[config.mk]
export PLATFORM = sky130hd
export DESIGN_NAME = crfc_frame
export DESIGN_NICKNAME = d
export VERILOG_FILES = /design/src/hdl/crfc_pkg.sv /design/src/hdl/crfc_frame.sv
export SDC_FILE = /design/constraint.sdc
export NUM_CORES = 1
export LEC_CHECK = 0
export BUFFER_PORTS_ARGS = -buffer_cell sky130_fd_sc_hd__buf_2
export CAP_MARGIN = 30
export CORE_UTILIZATION = 26
export DETAILED_ROUTE_END_ITERATION = 10
export PLACE_DENSITY = 0.55
export SLEW_MARGIN = 20
export SYNTH_ARGS = -nofsm -noshare
export SYNTH_HDL_FRONTEND = slang
export SYNTH_SLANG_ARGS = --single-unit
[constraint.sdc]
create_clock -name i_clk -period 3.1 [get_ports i_clk]
set_input_delay 0.31 -clock i_clk [delete_from_list [all_inputs] [get_ports i_clk]]
set_output_delay 0.31 -clock i_clk [all_outputs]
set_load 0.005 [all_outputs]
[src/hdl/crfc_pkg.sv]
// ----------------------------------------------------------------------------
// crfc_pkg
// Types, constants and the CRC byte update shared by the CRC-32 record
// framer and checker.
// ----------------------------------------------------------------------------
package crfc_pkg;

    localparam int ADDR_W      = 10;
    localparam int POS_W       = 11;
    localparam int SUM_W       = 12;
    localparam int QUO_W       = 8;
    localparam int IDX_W       = 3;
    localparam int CRC_BYTES   = 4;
    localparam int RECIP_SHIFT = 24;

    localparam logic [31:0] CRC_POLY      = 32'hEDB8_8320;
    localparam logic [31:0] CRC_FINAL_XOR = 32'hFFFF_FFFF;

    localparam logic REQ_WRITE = 1'b0;
    localparam logic REQ_READ  = 1'b1;

    typedef struct packed {
        logic              req_type;
        logic [ADDR_W-1:0] record_base;
        logic [7:0]        data_byte;
        logic              last;
    } t_in;

    typedef struct packed {
        logic [ADDR_W-1:0] address;
        logic [7:0]        out_byte;
        logic              is_crc_byte;
        logic              check_done;
        logic              crc_ok;
        logic              last_out;
    } t_out;

    typedef struct packed {
        logic [SUM_W-1:0]  addr_sum;
        logic [QUO_W-1:0]  addr_quo;
        logic [ADDR_W-1:0] base;
        logic [QUO_W-1:0]  base_quo;
        logic [7:0]        data_byte;
        logic              is_crc;
        logic              check_done;
        logic              crc_ok;
        logic              burst;
        logic [31:0]       fin;
    } t_mid;

    typedef struct packed {
        logic [ADDR_W-1:0] address;
        logic [7:0]        data_byte;
        logic              is_crc;
        logic              check_done;
        logic              crc_ok;
        logic              burst;
        logic [ADDR_W-1:0] base_mod;
        logic [31:0]       fin;
    } t_res;

    // reflected crc-32, one byte
    function automatic logic [31:0] crc32_byte(input logic [31:0] crc, input logic [7:0] b);
        logic [31:0] r;
        r = crc ^ {24'h0, b};
        for (int k = 0; k < 8; k++) begin
            r = r[0] ? ((r >> 1) ^ CRC_POLY) : (r >> 1);
        end
        return r;
    endfunction

endpackage

[src/hdl/crfc_frame.sv]
// ----------------------------------------------------------------------------
// crfc_frame
// Request register, record state (CRC register, byte position, stored
// checksum) and per-byte framing, with the quotient estimates for the
// address wrap registered alongside.
// ----------------------------------------------------------------------------
module crfc_frame
    import crfc_pkg::*;
#(
    parameter int STORE_BYTES = 1024
) (
    input  logic i_clk,
    input  logic i_rst_n,
    input  logic i_in_valid,
    output logic o_in_ready,
    input  t_in  i_in,
    output logic o_mid_valid,
    input  logic i_mid_ready,
    output t_mid o_mid
);

    localparam logic [31:0] RECIP = 32'((32'd1 << RECIP_SHIFT) / STORE_BYTES);

    logic             r_in_v;
    t_in              r_in;
    logic             r_mid_v;
    t_mid             r_mid;
    logic [31:0]      r_crc;
    logic [POS_W-1:0] r_pos;
    logic [31:0]      r_stored;

    logic             adv;
    logic             in_chk;
    logic             rd;
    logic [31:0]      crc_upd;
    logic [31:0]      n_crc;
    logic [31:0]      n_stored;
    logic [SUM_W-1:0] sum;
    logic [31:0]      prod_a;
    logic [31:0]      prod_b;
    t_mid             n_mid;

    assign adv        = r_in_v && (!r_mid_v || i_mid_ready);
    assign o_in_ready = !r_in_v || adv;

    always_comb begin
        rd       = (r_in.req_type == REQ_READ);
        in_chk   = (r_pos < POS_W'(CRC_BYTES));
        crc_upd  = crc32_byte(r_crc, r_in.data_byte);
        n_stored = r_stored;
        if (rd && in_chk) begin
            n_stored[{r_pos[1:0], 3'b000} +: 8] = r_in.data_byte;
        end
        n_crc = (rd && in_chk) ? r_crc : crc_upd;
        sum   = SUM_W'(r_in.record_base) + SUM_W'(r_pos);
        if (!rd) begin
            sum = sum + SUM_W'(CRC_BYTES);
        end
        prod_a = 32'(sum) * RECIP;
        prod_b = 32'(r_in.record_base) * RECIP;

        n_mid.addr_sum   = sum;
        n_mid.addr_quo   = prod_a[RECIP_SHIFT +: QUO_W];
        n_mid.base       = r_in.record_base;
        n_mid.base_quo   = prod_b[RECIP_SHIFT +: QUO_W];
        n_mid.data_byte  = r_in.data_byte;
        n_mid.is_crc     = rd && in_chk;
        n_mid.check_done = rd && r_in.last;
        n_mid.crc_ok     = rd && r_in.last && ((n_crc ^ CRC_FINAL_XOR) == n_stored);
        n_mid.burst      = !rd && r_in.last;
        n_mid.fin        = n_crc ^ CRC_FINAL_XOR;
    end

    always_ff @(posedge i_clk) begin
        if (!i_rst_n) begin
            r_in_v   <= 1'b0;
            r_mid_v  <= 1'b0;
            r_crc    <= '0;
            r_pos    <= '0;
            r_stored <= '0;
        end else begin
            if (o_in_ready) begin
                r_in_v <= i_in_valid;
            end
            if (adv) begin
                r_mid_v <= 1'b1;
            end else if (i_mid_ready) begin
                r_mid_v <= 1'b0;
            end
            if (adv) begin
                if (r_in.last) begin
                    r_crc    <= '0;
                    r_pos    <= '0;
                    r_stored <= '0;
                end else begin
                    r_crc    <= n_crc;
                    r_pos    <= r_pos + POS_W'(1);
                    r_stored <= n_stored;
                end
            end
        end
    end

    always_ff @(posedge i_clk) begin
        if (o_in_ready && i_in_valid) begin
            r_in <= i_in;
        end
        if (adv) begin
            r_mid <= n_mid;
        end
    end

    assign o_mid_valid = r_mid_v;
    assign o_mid       = r_mid;

endmodule

==> results of run 1 <==
-- logic make-up (layout without fill, tap and decap cells) --
family / count (synthesis) / after routing / synth area share (%)
AOI/OAI and AO/OA: 182 / 182 / 13.0
xor gates and xnor gates: 115 / 115 / 15.0
adders and majority gates: 18 / 18 / 2.57
buffers and inverters: 88 / 200 / 4.62
DFF: 163 / 163 / 45.6
muxes: 29 / 29 / 3.47
other: 1 / 14 / 0.0415
and+or+nand+nor: 258 / 258 / 15.6
-- flip-flops by register name, indices dropped and copies added (netlist names) --
signal       cells
n_mid           18
o_mid           66
o_mid_valid      1
r_crc           32
r_in             1
r_in_v           1
r_pos           11
r_stored        32
rd               1
-- per-stage QoR --
step                hold WS (ps)  cell area, µm²  setup WS, ps  power (W)  util, %
floorplan                    409            9090           228    0.00319        -
global placement             435           10200           114    0.00355     30.0
detailed placement           454           10200           114    0.00355     30.0
CTS                         17.1           10700          83.1    0.00560     31.7
global route                18.7           10800          5.69    0.00579     31.8
finish                      34.8           10800           164    0.00557     31.8
-- cells in the final DEF (no fill, tap or decap), drive strengths merged, types with 5 or more instances in the layout --
| cell type | count |
|---|---|
| buf | 139 |
| edfxtp | 86 |
| dfxtp | 77 |
| nand2 | 76 |
| xnor2 | 71 |
| o21ai | 65 |
| nor2b | 44 |
| and2 | 41 |
| a22oi | 35 |
| nor2 | 33 |
| xor2 | 32 |
| inv | 32 |
| a21oi | 26 |
| mux2i | 25 |
| clkbuf | 20 |
| ha | 17 |
| conb | 14 |
| nand4 | 10 |
| xnor3 | 9 |
| and3 | 9 |
| nand3 | 9 |
| clkinv | 9 |
| a21o | 8 |
| nor4 | 7 |
| nand2b | 6 |
| nor3 | 6 |
| a211oi | 5 |
-- power by group through the flow --
stage	Sequential, W	Clock, W	Combinational, W
final	0.00245	0.00204	0.00107
after global routing	0.00246	0.00217	0.00116
after CTS	0.00245	0.00209	0.00106
after detailed placement	0.00250	0	0.00106
after global placement	0.00250	0	0.00106
after floorplan	0.00248	0	0.000703
-- worst min-delay path by stage --
stage / end / cells past startpoint
floorplan: n_mid[36] / 0
global placement: o_mid[52] / 0
detailed placement: o_mid[52] / 0
CTS: n_mid[56] / 1
global route: n_mid[56] / 1
finish: n_mid[56] / 1
-- timing repair --
item                       CTS  global route
setup endpoints to repair    0             4
gates resized for setup      0             6
buffers inserted             0             2
-- worst reg2reg max path: stages (launching register included) --
cell and delay, ps:
edfxtp_1 550, xnor2_4 420, xnor2_2 180, xnor2_1 560, o211a_1 240, o211ai_1 100
nor4_1 290, nand4_1 140, nor4_2 280
-- layer usage --
layer  up-vias  global-route usage (%)  part of all wire (%)
met5         -                       0                     0
met4         0                    6.05                   2.4
met3        36                    3.17                   5.2
met2       195                    23.2                    46
met1      3218                    20.1                    47
li1       3222                       -                     -
-- area by class of cell --
type / instances / share of cell area [%]
tap: 448 / 5.21
clock buffer: 20 / 4.38
clock inverter: 12 / 0.860
inverter: 29 / 1.02
timing repair buffer: 139 / 7.76
sequential: 163 / 38.3
multi-input combinational: 616 / 42.5
==> metrics.md, run 1 <==
| Metric | Value |
|---|---|
| Fillers | `3493` |
| Synthesis-to-finish area growth | `19.1%` |
| R2r startpoint | `n_mid[43]` |
| CP max-delay cell | `xnor2_1` |
| Hold Vio Cnt, Final | `0` |
| Worst setup SP type | `flop` |
| First-pass GRT wire length | `39600 µm` |
| Min Tclk post-route | `2940 ps` |
| DRC viols | `0` |
| Register area share after synthesis | `45.6%` |
| Global Route Usage Sum | `14.9%` |
| EDFF count, synth | `86` |
| GP Congestion | `0.906` |
| Reg2Reg Depth | `8` |
| Run status | `finished, final reports clean` |
| CTS tree | `built` |
| Clk sink count | `163` |
| Drt total wl | `26100 µm` |
| Clock network fraction of design power | `36.7%` |
| Vias in the first global route | `6323` |
| Most frequent cell after synthesis | `edfxtp_1` |
| Top post-synthesis cells by area | `edfxtp_1 29%, dfxtp_1 17%, xnor2_1 5.7%` |
| Layout cells sized above 1 | `21.2%` |
| Total CTS buffers | `17` |
| Total number of vias | `6671` |
| Power density cells | `517 nW/µm²` |
| Switching portion of total power | `29.0%` |
| FF+latch area | `4130 µm²` |
| CP bufs+invs | `0` |
| Critical Path RT | `3360 ps` |
| ANT cells | `0` |
| Int Pwr | `0.00395 W` |
| Initial Util | `26.7%` |
| Root Buffer Master | `clkbuf_16` |
| Synthesized instance count | `854` |
| CP max FO | `6` |
| Non-Filler Instances | `1427` |
| Worst Setup End Kind | `flop` |
| Critical path, cell by cell | `xnor2_4, xnor2_2, xnor2_1, o211a_1, o211ai_1, nor4_1, nand4_1, nor4_2` |
| Core area | `33900 µm²` |
| Max VDD drop | `311 µV` |
| Setup violators final | `0` |
| Hold-fix buffers, CTS | `0` |
| Yosys warnings | `0` |
| # IOs | `108` |
| Die Span Y | `189 µm` |
| Cell area after synthesis | `9040 µm²` |
| Top delay family on crit path | `XOR/XNOR gates` |
| Post-synth top area cell | `edfxtp_1` |
| Clock Latency Late Sink | `450 ps` |
| Top_reg_cell synth | `edfxtp_1` |
| Max-cap viol count | `0` |
| Syn_area_per_cell | `10.6 µm²` |
| Hold Crit Class | `in2reg` |
| Leak | `4.04 nW` |
| CP Class | `reg2reg` |
| RSZ-0062 raised after global routing | `no` |
| Die width | `189 µm` |
| CP Depth | `8` |
| Worst R2R Setup Slack | `160 ps` |
| Synth Register Bits | `163` |
| Congestion Overflow GR | `0` |
| Combinational power share | `19.3%` |
| # port buffers | `93` |
| Slew headroom | `53.6%` |
| Nets | `1008` |
| Drt via density | `4.67` |
| Crit path from | `n_mid[43]` |
| DPL Wire Length | `19500 µm` |
| Reg2reg end | `o_mid[33]` |
| CTS H-tree lvls | `4` |
| Pin count of the biggest net entering global routing | `44` |
| Worst setup endpoint | `o_mid[33]` |
| TNS Setup | `0 ps` |
| Wire per inst | `18.3 µm` |
| Fmax | `341 MHz` |
| Worst slew pin tran | `695 ps` |
| WP data arrival | `3200 ps` |
| Die Area | `35500 µm²` |
| Fin. max-slew vios | `0` |
| Final ANT Viol Nets | `0` |
| Switch Pwr | `0.00161 W` |
| Count of cell types in the netlist | `74` |
| Core Rows | `67` |
| Drt pass-1 iters | `5` |
| Hold_sp | `i_in[13]` |
| Commonest cells in the synthesized netlist | `86 x edfxtp_1, 77 x dfxtp_1, 76 x nand2_1, 62 x o21ai_0, 59 x xnor2_1` |
| Area fraction of the dominant cell type after synthesis | `28.6%` |
| Multi-input gate area | `4570 µm²` |
| Buffer depth of the longest clock path | `2` |
| Max stage delay on crit path | `560 ps` |
| Initial antenna violation count | `0` |
| Worst-path clk slew | `70 ps` |
| Placed cell count | `1393` |
| Clock skew | `16.7 ps` |
| Asr flop ratio synth | `0%` |
| Sequential power share | `44.0%` |
| Fin crit share | `94.7%` |
| 1st-iter DRT viols | `602` |
No activity file was read; power rests on OpenSTA's default activity.
==> run 2: changes to the inputs <==
--- a/config.mk
+++ b/config.mk
@@ -9,7 +9,7 @@
 export CAP_MARGIN = 30
 export CORE_UTILIZATION = 26
 export DETAILED_ROUTE_END_ITERATION = 10
-export PLACE_DENSITY = 0.55
+export PLACE_DENSITY = 0.54
 export SLEW_MARGIN = 20
 export SYNTH_ARGS = -nofsm -noshare
 export SYNTH_HDL_FRONTEND = slang
==> constraint.sdc (replaced) <==
create_clock -name i_clk -period 3.25 [get_ports i_clk]
set_input_delay 0.325 -clock i_clk [delete_from_list [all_inputs] [get_ports i_clk]]
set_output_delay 0.325 -clock i_clk [all_outputs]
set_load 0.005 [all_outputs]
==> run 2 against run 1 <==
Critical path depth up 1; highest routed layer is now met5; die area stayed put; routed wire length fell by 2.6%; sequential power decreased by 4%.
==> metrics.md, run 2 (synthesis gave the netlist of run 1 again) <==
| Metric | Value |
|---|---|
| Run status | `finished, final reports clean` |
| # IOs | `108 (unchanged)` |
| Wire per inst | `17.9 µm (-2.1%)` |
| Worst R2R Setup Slack | `80 ps (-80 ps)` |
| Worst slew pin tran | `681 ps (-14.1 ps)` |
| CTS H-tree lvls | `4 (unchanged)` |
| Pin count of the biggest net entering global routing | `75 (+70%)` |
| Clock network fraction of design power | `37.6% (+0.9 points)` |
| Drt via density | `4.60 (-1.5%)` |
| Hold slack | `63.6 ps (+28.8 ps)` |
| Power Total | `0.00531 W (-4.5%)` |
| Reg2reg end | `o_mid[33]` |
| Hold Crit Class | `in2reg` |
| Clock Latency Late Sink | `440 ps (about the same)` |
| Placed cell areas | `10100 µm² (-0.59%)` |
| Switching portion of total power | `27.9% (-1.1 points)` |
| Synthesis-to-finish area growth | `18.5%` |
| Switch Pwr | `0.00148 W (-8.1%)` |
| Global Route Usage Sum | `14.6% (-0.31 points)` |
| Sequential power share | `44.0% (about the same)` |
| Leading cell types in the layout, fill and taps excluded | `93 x buf_2, 86 x edfxtp_1, 77 x dfxtp_1` |
| R2r startpoint | `r_pos[5]` |
| Crit path from | `r_pos[5]` |
| Max VDD drop | `282 µV (-9.4%)` |
| CP max-delay cell | `nor4_4` |
| Fin. max-slew vios | `0 (unchanged)` |
| Power density cells | `496 nW/µm² (-4.1%)` |
| Clk sink count | `163 (unchanged)` |
| Drt pass-1 iters | `5 (unchanged)` |
| Worst setup endpoint | `o_mid[33]` |
| Initial antenna violation count | `1 (+1)` |
| RSZ-0062 raised after global routing | `no` |
| GP Congestion | `0.877 (-3.2%)` |
| Hold Vio Cnt, Final | `0 (unchanged)` |
| Min Tclk post-route | `3170 ps (+229 ps)` |
| Critical path, cell by cell | `nor4_4, nand3_2, buf_12, mux2_2, xnor2_1, a2111oi_2, and4_1, nand4_1, nor4_2` |
| Die width | `189 µm (unchanged)` |
| ANT cells | `0 (unchanged)` |
| Worst setup SP type | `flop` |
| Die Span Y | `189 µm (unchanged)` |
| Root Buffer Master | `clkbuf_16` |
| Congestion Overflow GR | `0 (unchanged)` |
| Leak | `3.98 nW (-1.4%)` |
| Initial Util | `26.7% (unchanged)` |
| Total number of vias | `6539 (-2.0%)` |
| Reg2Reg Depth | `9 (+1)` |
| Total CTS buffers | `17 (unchanged)` |
| Final core occ | `31.6% (-0.14 points)` |
| Fin crit share | `97.4% (+2.7 points)` |
| TNS Setup | `0 ps (unchanged)` |
| CTS tree | `built` |
| Drt total wl | `25400 µm (-2.6%)` |
| DPL Wire Length | `19100 µm (-1.8%)` |
| Core Rows | `67 (unchanged)` |
| 1st-iter DRT viols | `444 (-26%)` |
| Max stage delay on crit path | `520 ps (-40 ps)` |
| Int Pwr | `0.00383 W (-3.1%)` |
| Core area | `33900 µm² (unchanged)` |
| Slew headroom | `54.3% (+0.64 points)` |
| Vias in the first global route | `6352 (+0.46%)` |
| Final instance area | `10700 µm² (-0.44%)` |
| WP data arrival | `3430 ps (+230 ps)` |
| Combinational power share | `18.4% (-0.9 points)` |
| Critical Path RT | `3510 ps (+150 ps)` |
| Fmax | `316 MHz (-7.2%)` |
| First-pass GRT wire length | `38900 µm (-1.8%)` |
| Final ANT Viol Nets | `0 (unchanged)` |
| Clock skew | `10.8 ps (-5.87 ps)` |
| CP max FO | `27 (+21)` |
| Layout cells sized above 1 | `20.3% (-0.98 points)` |
| Worst Setup End Kind | `flop` |
| Nets | `1001 (-0.69%)` |
| Worst-path clk slew | `70 ps (about the same)` |
| CP Class | `reg2reg` |
| Max-cap viol count | `0 (unchanged)` |
| DRC viols | `0 (unchanged)` |
| Max FFs per register | `66 (unchanged)` |
| Buffer depth of the longest clock path | `2 (unchanged)` |
| Die Area | `35500 µm² (unchanged)` |
| # port buffers | `93 (unchanged)` |
| Commonest non-fill, non-tap cell in the layout | `buf_2` |
| Hold-fix buffers, CTS | `0 (unchanged)` |
| Setup violators final | `0 (unchanged)` |
==> run 2: cell count changes in the layout (fill, tap and decap cells not counted), moves of 2 or more <==
cell	before	now
buf_4	44	37
inv_4	2	0
clkinvlp_4	0	6
clkinv_4	5	1
bufinv_16	0	2
==> run 2: area by class of cell <==
class / instances / area, µm²
Tap cell: 448 / 561
Clock buffer: 17 / 425
Inverter: 29 / 110
Fill cell: 3533 / 23100
Sequential cell: 163 / 4120
Multi-Input combinational cell: 616 / 4560
Timing Repair Buffer: 132 / 783
Clock inverter: 15 / 156
==> run 2: power by group through the flow <==
stage	registers, W	logic, W	clock network (W)
2_1_floorplan	0.00237	0.000670	0
3_3_place_gp	0.00238	0.000976	0
3_5_place_dp	0.00238	0.000975	0
6_report	0.00234	0.000977	0.00200
4_1_cts	0.00234	0.000978	0.00205
5_1_grt	0.00234	0.00106	0.00213
==> run 2: worst min-delay path by stage <==
stage,from,slack (ps),cells after the start,end
after floorplan,n_mid[38],420,0,o_mid[38]
after CTS,i_in[13],50,1,n_mid[56]
after global routing,i_in[13],50,1,n_mid[56]
final,i_in[18],60,1,n_mid[61]
after detailed placement,n_mid[60],450,0,o_mid[60]
after global placement,n_mid[60],450,0,o_mid[60]
==> run 2: repair_timing <==
action / CTS / global route
resized for setup: 0 / 2
setup buffers: 0 / 3
endpoints found under the setup margin: 0 / 2
hold endpoints to repair: 0 / 0
==> run 2: critical path, delay by kind of cell (launching register included) <==
family          cells  cell delay [ps]
simple gates        5             1410
compound gates      1              510
flops               1              370
mux                 1              320
buf+inv             1              210
xor+xnor            1              140
==> run 2: per-layer routing <==
| layer | vias up | share of wire, % | global-route usage [%] |
|---|---|---|---|
| met3 | 18 | 5.2 | 3.11 |
| met2 | 148 | 47 | 23.5 |
| met5 | - | 0.039 | 0 |
| met1 | 3164 | 47 | 19.6 |
| li1 | 3207 | - | - |
| met4 | 2 | 1.1 | 4.40 |
==> run 2: per-stage QoR <==
stage,setup slack [ps],std cells
CTS,88.3,1417
global route,0.0531,1420
detailed placement,99.8,1385
global placement,133,1385
finish,84.5,1420
floorplan,378,867
